$ cat src/rtl/evg_pkg.sv
// Shared types, constants and tables of the ellipse vertex generator.
package evg_pkg;

  localparam int MAX_SEGMENTS      = 63;
  localparam int MIN_SEGMENTS      = 3;
  localparam int RESET_SEGMENTS    = 32;
  localparam int SEG_W             = 6;
  localparam int CORDIC_ITERATIONS = 16;
  localparam int ITER_PER_STAGE    = 4;
  localparam int CORDIC_STAGES     = (CORDIC_ITERATIONS + ITER_PER_STAGE - 1) / ITER_PER_STAGE;
  localparam int TRIG_W            = 20;
  localparam int HALF_PI_Q16       = 102944;
  localparam int CORDIC_GAIN_Q16   = 39797;
  localparam int DIV_STEPS         = 33;
  localparam int DIV_CNT_W         = 6;

  typedef struct packed {
    logic signed [31:0] center_x;
    logic signed [31:0] center_y;
    logic signed [31:0] radius_x;
    logic signed [31:0] radius_y;
  } request_t;

  typedef struct packed {
    logic signed [31:0] vertex_x;
    logic signed [31:0] vertex_y;
    logic [SEG_W-1:0]   vertex_number;
    logic               last_vertex;
  } vertex_t;

  // Sideband that travels with each angle through the rotator
  typedef struct packed {
    request_t         req;
    logic [1:0]       quad;
    logic [SEG_W-1:0] index;
    logic             last;
  } side_t;

  // Arctangent of 2^-k in Q.16 radians
  function automatic logic signed [TRIG_W-1:0] atan_q16(input int k);
    logic signed [TRIG_W-1:0] v;
    v = '0;
    case (k)
      0:  v = TRIG_W'(51472);
      1:  v = TRIG_W'(30386);
      2:  v = TRIG_W'(16055);
      3:  v = TRIG_W'(8150);
      4:  v = TRIG_W'(4091);
      5:  v = TRIG_W'(2047);
      6:  v = TRIG_W'(1024);
      7:  v = TRIG_W'(512);
      8:  v = TRIG_W'(256);
      9:  v = TRIG_W'(128);
      10: v = TRIG_W'(64);
      11: v = TRIG_W'(32);
      12: v = TRIG_W'(16);
      13: v = TRIG_W'(8);
      14: v = TRIG_W'(4);
      15: v = TRIG_W'(2);
      16: v = TRIG_W'(1);
      default: v = '0;
    endcase
    return v;
  endfunction

endpackage

$ cat src/rtl/evg_cordic.sv
// Pipelined rotation-mode CORDIC, ITER_PER_STAGE iterations per register stage.
module evg_cordic import evg_pkg::*; (
  input  logic                     clk,
  input  logic                     rst_n,
  input  logic                     in_valid,
  input  side_t                    in_side,
  input  logic signed [TRIG_W-1:0] in_z,
  output logic                     out_valid,
  output side_t                    out_side,
  output logic signed [TRIG_W-1:0] out_x,
  output logic signed [TRIG_W-1:0] out_y
);

  logic                     vld_r  [1:CORDIC_STAGES];
  side_t                    side_r [1:CORDIC_STAGES];
  logic signed [TRIG_W-1:0] x_r    [1:CORDIC_STAGES];
  logic signed [TRIG_W-1:0] y_r    [1:CORDIC_STAGES];
  logic signed [TRIG_W-1:0] z_r    [1:CORDIC_STAGES];

  logic                     src_vld  [0:CORDIC_STAGES-1];
  side_t                    src_side [0:CORDIC_STAGES-1];
  logic signed [TRIG_W-1:0] src_x    [0:CORDIC_STAGES-1];
  logic signed [TRIG_W-1:0] src_y    [0:CORDIC_STAGES-1];
  logic signed [TRIG_W-1:0] src_z    [0:CORDIC_STAGES-1];

  // Feed the first stage with the gain-scaled unit vector
  assign src_vld[0]  = in_valid;
  assign src_side[0] = in_side;
  assign src_x[0]    = TRIG_W'(CORDIC_GAIN_Q16);
  assign src_y[0]    = '0;
  assign src_z[0]    = in_z;

  for (genvar s = 0; s < CORDIC_STAGES; s++) begin : g_stage
    logic signed [TRIG_W-1:0] x_nxt, y_nxt, z_nxt;

    if (s > 0) begin : g_link
      assign src_vld[s]  = vld_r[s];
      assign src_side[s] = side_r[s];
      assign src_x[s]    = x_r[s];
      assign src_y[s]    = y_r[s];
      assign src_z[s]    = z_r[s];
    end

    // Rotate towards zero residual angle
    always_comb begin
      logic signed [TRIG_W-1:0] dx, dy;
      dx    = '0;
      dy    = '0;
      x_nxt = src_x[s];
      y_nxt = src_y[s];
      z_nxt = src_z[s];
      for (int j = 0; j < ITER_PER_STAGE; j++) begin
        if (s * ITER_PER_STAGE + j < CORDIC_ITERATIONS) begin
          dx = y_nxt >>> (s * ITER_PER_STAGE + j);
          dy = x_nxt >>> (s * ITER_PER_STAGE + j);
          if (!z_nxt[TRIG_W-1]) begin
            x_nxt = x_nxt - dx;
            y_nxt = y_nxt + dy;
            z_nxt = z_nxt - atan_q16(s * ITER_PER_STAGE + j);
          end else begin
            x_nxt = x_nxt + dx;
            y_nxt = y_nxt - dy;
            z_nxt = z_nxt + atan_q16(s * ITER_PER_STAGE + j);
          end
        end
      end
    end

    always_ff @(posedge clk) begin
      if (!rst_n) begin
        vld_r[s+1] <= 1'b0;
      end else begin
        vld_r[s+1] <= src_vld[s];
      end
      side_r[s+1] <= src_side[s];
      x_r[s+1]    <= x_nxt;
      y_r[s+1]    <= y_nxt;
      z_r[s+1]    <= z_nxt;
    end
  end

  assign out_valid = vld_r[CORDIC_STAGES];
  assign out_side  = side_r[CORDIC_STAGES];
  assign out_x     = x_r[CORDIC_STAGES];
  assign out_y     = y_r[CORDIC_STAGES];

endmodule

$ cat config.mk
export PLATFORM = sky130hd
export DESIGN_NAME = evg_cordic
export DESIGN_NICKNAME = d
export VERILOG_FILES = /design/src/rtl/evg_pkg.sv /design/src/rtl/evg_cordic.sv
export SDC_FILE = /design/constraint.sdc
export NUM_CORES = 2
export LEC_CHECK = 0
export BUFFER_PORTS_ARGS = -buffer_cell sky130_fd_sc_hd__buf_2
export CAP_MARGIN = 5
export CORE_ASPECT_RATIO = 0.8
export CORE_MARGIN = 3
export CORE_UTILIZATION = 46
export CTS_CLUSTER_DIAMETER = 80
export CTS_CLUSTER_SIZE = 14
export DETAILED_ROUTE_END_ITERATION = 8
export PLACE_DENSITY_LB_ADDON = 0.12
export SLEW_MARGIN = 40
export SYNTH_ARGS = -nofsm -noshare
export SYNTH_HDL_FRONTEND = slang
export SYNTH_SLANG_ARGS = --single-unit
$ cat constraint.sdc
create_clock -name clk -period 37.5 [get_ports clk]
set_input_delay 5.625 -clock clk [delete_from_list [all_inputs] [get_ports clk]]
set_output_delay 5.625 -clock clk [all_outputs]
set_load 0.01 [all_outputs]
==> results.json <==
{
  "finalNetCount": 7815,
  "worstSetupPathType": "primary input to flip-flop",
  "finalWeightedCongestion": 0.9183,
  "cts.sinks": 768,
  "grt_max_degree": 47,
  "setup_violations": 0,
  "clock_skew_ns": 0.03432,
  "grtUsageTotal_pct": 21.81,
  "area_delta_synth_final_pct": 8.564,
  "final.min_clock_period_ns": 18.29,
  "pin_count": 338,
  "cts-buffers-inserted": 71,
  "yosys_warnings": 0,
  "seq_area_um2": 15370,
  "fillers": 11592,
  "maxSlewViolCount": 0,
  "ys_seq_area_share_pct": 27.17,
  "antenna_found_initial": 0,
  "dp.cells": 8374,
  "synth_edf_count": 0,
  "core_area_um2": 121400,
  "die_w_um": 398.1,
  "die_h_um": 319.7,
  "ys.flop_type": "dfxtp_1",
  "ctsResizeCount": 0,
  "max_cap_violations": 0,
  "syn_area_per_cell_um2": 8.558,
  "whs_ns": 0.3000,
  "first_iter_violations": 2959,
  "critical-path-max-stage-delay_ns": 0.72,
  "via_count": 46057,
  "finalHoldViolCount": 0,
  "clk_pin_slew_worst_paths_ns": 0.07,
  "grt_overflow": 0,
  "postCtsHoldBufs": 0,
  "postRouteAntennaNets": 0,
  "hpwlAfterDp_um": 116900,
  "wl_per_cell_um": 16.80,
  "outcome": "completed",
  "timing.slew.headroom_pct": 39.17,
  "synth_nets": 7603,
  "worst_pin_slew_ns": 0.9093,
  "drcViolationCount": 0,
  "totalWireLength_um": 142300,
  "met1_usage_pct": 31.84,
  "cp.required_ns": 38.11,
  "end_kind": "flip-flop",
  "hp-class": "flip-flop to flip-flop",
  "period_share_pct": 48.78,
  "portBuffers": 337,
  "start_kind": "primary input",
  "cp.arrival_ns": 18.90,
  "n_antenna_cell": 0,
  "viasPerCell": 5.438,
  "drive_above_1_share_pct": 8.517,
  "grt_pass1_wl_um": 227900,
  "busiest_layer": "met2",
  "cpMostUsedCell": "a21boi_0",
  "ys_types": 112,
  "cts_tree": "built",
  "stdcell_count": 8469,
  "cts_root_buf": "clkbuf_16",
  "first_pass_iters": 8,
  "async_flop_share_pct": 0,
  "syn_inst": 6612,
  "rsz0062_at_grt": "no",
  "critical-path-slowest-cell": "inv_1",
  "die_area_um2": 127300,
  "htree_levels": 3,
  "ctsLongestPathBuffers": 3,
  "setup_tns_ns": 0,
  "fmax_mhz": 54.67,
  "multi_input_area_um2": 38400,
  "clk-insertion-delay-late_ns": 0.68,
  "num_rows": 114,
  "ys_ff_latch": 768,
  "use_met3_pct": 4.801,
  "start_util_pct": 46.62,
  "worst-path-max-fanout": 31,
  "synth_area_um2": 56590,
  "cts_setup_buffers": 0,
  "grt_util_met2_pct": 32.82,
  "utilization_pct": 50.61,
  "grt_pass1_vias": 42806
}
## Yosys cell counts (62+ instances only)
library cell  number  share of area (%)
nand2b_1          89               0.98
o21a_1           117                1.6
a31oi_1           62               0.69
a21boi_0          69               0.92
xor2_1           210                3.3
nor2b_1           94                1.0
a21oi_1          533                4.7
ha_1             791                 17
a21o_1           165                2.2
nor3_1           168                1.5
dfxtp_1          768                 27
buf_4            137                1.8
nor2_1           598                4.0
or3_1             62               0.69
o21bai_1          73               0.97
nand3_1          104               0.92
clkbuf_1          69               0.46
xnor2_1          563                8.7
o21ai_0          410                3.6
inv_1            427                2.8
nand2_1          330                2.2
## sequential cells by signal, indices dropped and copies added (netlist names)
name    cells
vld_r       4
x_r        80
z_r        56
y_r        80
side_r    548
## cells in the final DEF, fill, tap and decap left out, types with 69 or more instances in the layout
cell	n
ha_1	791
dfxtp_1	768
nor2_1	598
xnor2_1	555
a21oi_1	533
inv_1	426
o21ai_0	408
buf_2	338
nand2_1	330
xor2_1	210
nor3_1	168
a21o_1	165
o21a_1	117
nand3_1	104
nor2b_1	94
nand2b_1	89
o21bai_1	73
clkbuf_16	71
a21boi_0	69
## area by class of cell
cell class                      count  area share [%]
Sequential cell                   768           25.03
Multi-Input combinational cell   5191           62.50
Timing Repair Buffer              360           3.022
Clock inverter                     18          0.5601
Clock buffer                       76           2.939
Tap cell                         1624           3.308
Inverter                          432           2.640
## logic make-up (layout without fill, tap and decap cells)
group	Yosys count	count (layout)	synth area share, %
compound gates	1798	1798	20.33
simple gates	1719	1719	14.78
fa+ha+maj	831	831	18.91
xor+xnor	791	791	12.59
flops	768	768	27.17
buf+inv	653	886	5.249
mux	52	52	0.9707
## path summary, 6_finish.rpt
| check | startpoint | to | slack, ns | depth (start not counted) |
|---|---|---|---|---|
| min reg2reg | side_r[0][211] | side_r[0][348] | 0.30 | 0 |
| min | side_r[0][211] | side_r[0][348] | 0.30 | 0 |
| max | in_z[19] | x_r[0][38] | 19.21 | 50 |
| max reg2reg | x_r[0][75] | x_r[0][99] | 22.05 | 60 |
## metal layers
metal  up-vias  wire length [um]
met2      1004             59350
met5         -                 0
li1      23706                 -
met4         0              2575
met3       148              9355
met1     21199             70980
## stage by stage
step | area [um2] | setup WS (ns)
2_1_floorplan | 56590 | 20.85
3_3_place_gp | 59140 | 18.92
3_5_place_dp | 59190 | 18.58
4_1_cts | 61340 | 19.21
5_1_grt | 61430 | 18.07
6_report | 61430 | 19.21
## critical path: cells and delay by family
| family | cells | cell delay (ns) |
|---|---|---|
| compound gates | 24 | 6.29 |
| buf+inv | 8 | 2.93 |
| simple gates | 12 | 2.15 |
| fa+ha+maj | 4 | 1.54 |
| xor+xnor | 2 | 0.29 |
Power is left out: the tool's default activity adds up to more than one toggle a clock period on the data nets, which glitch-free logic cannot reach.
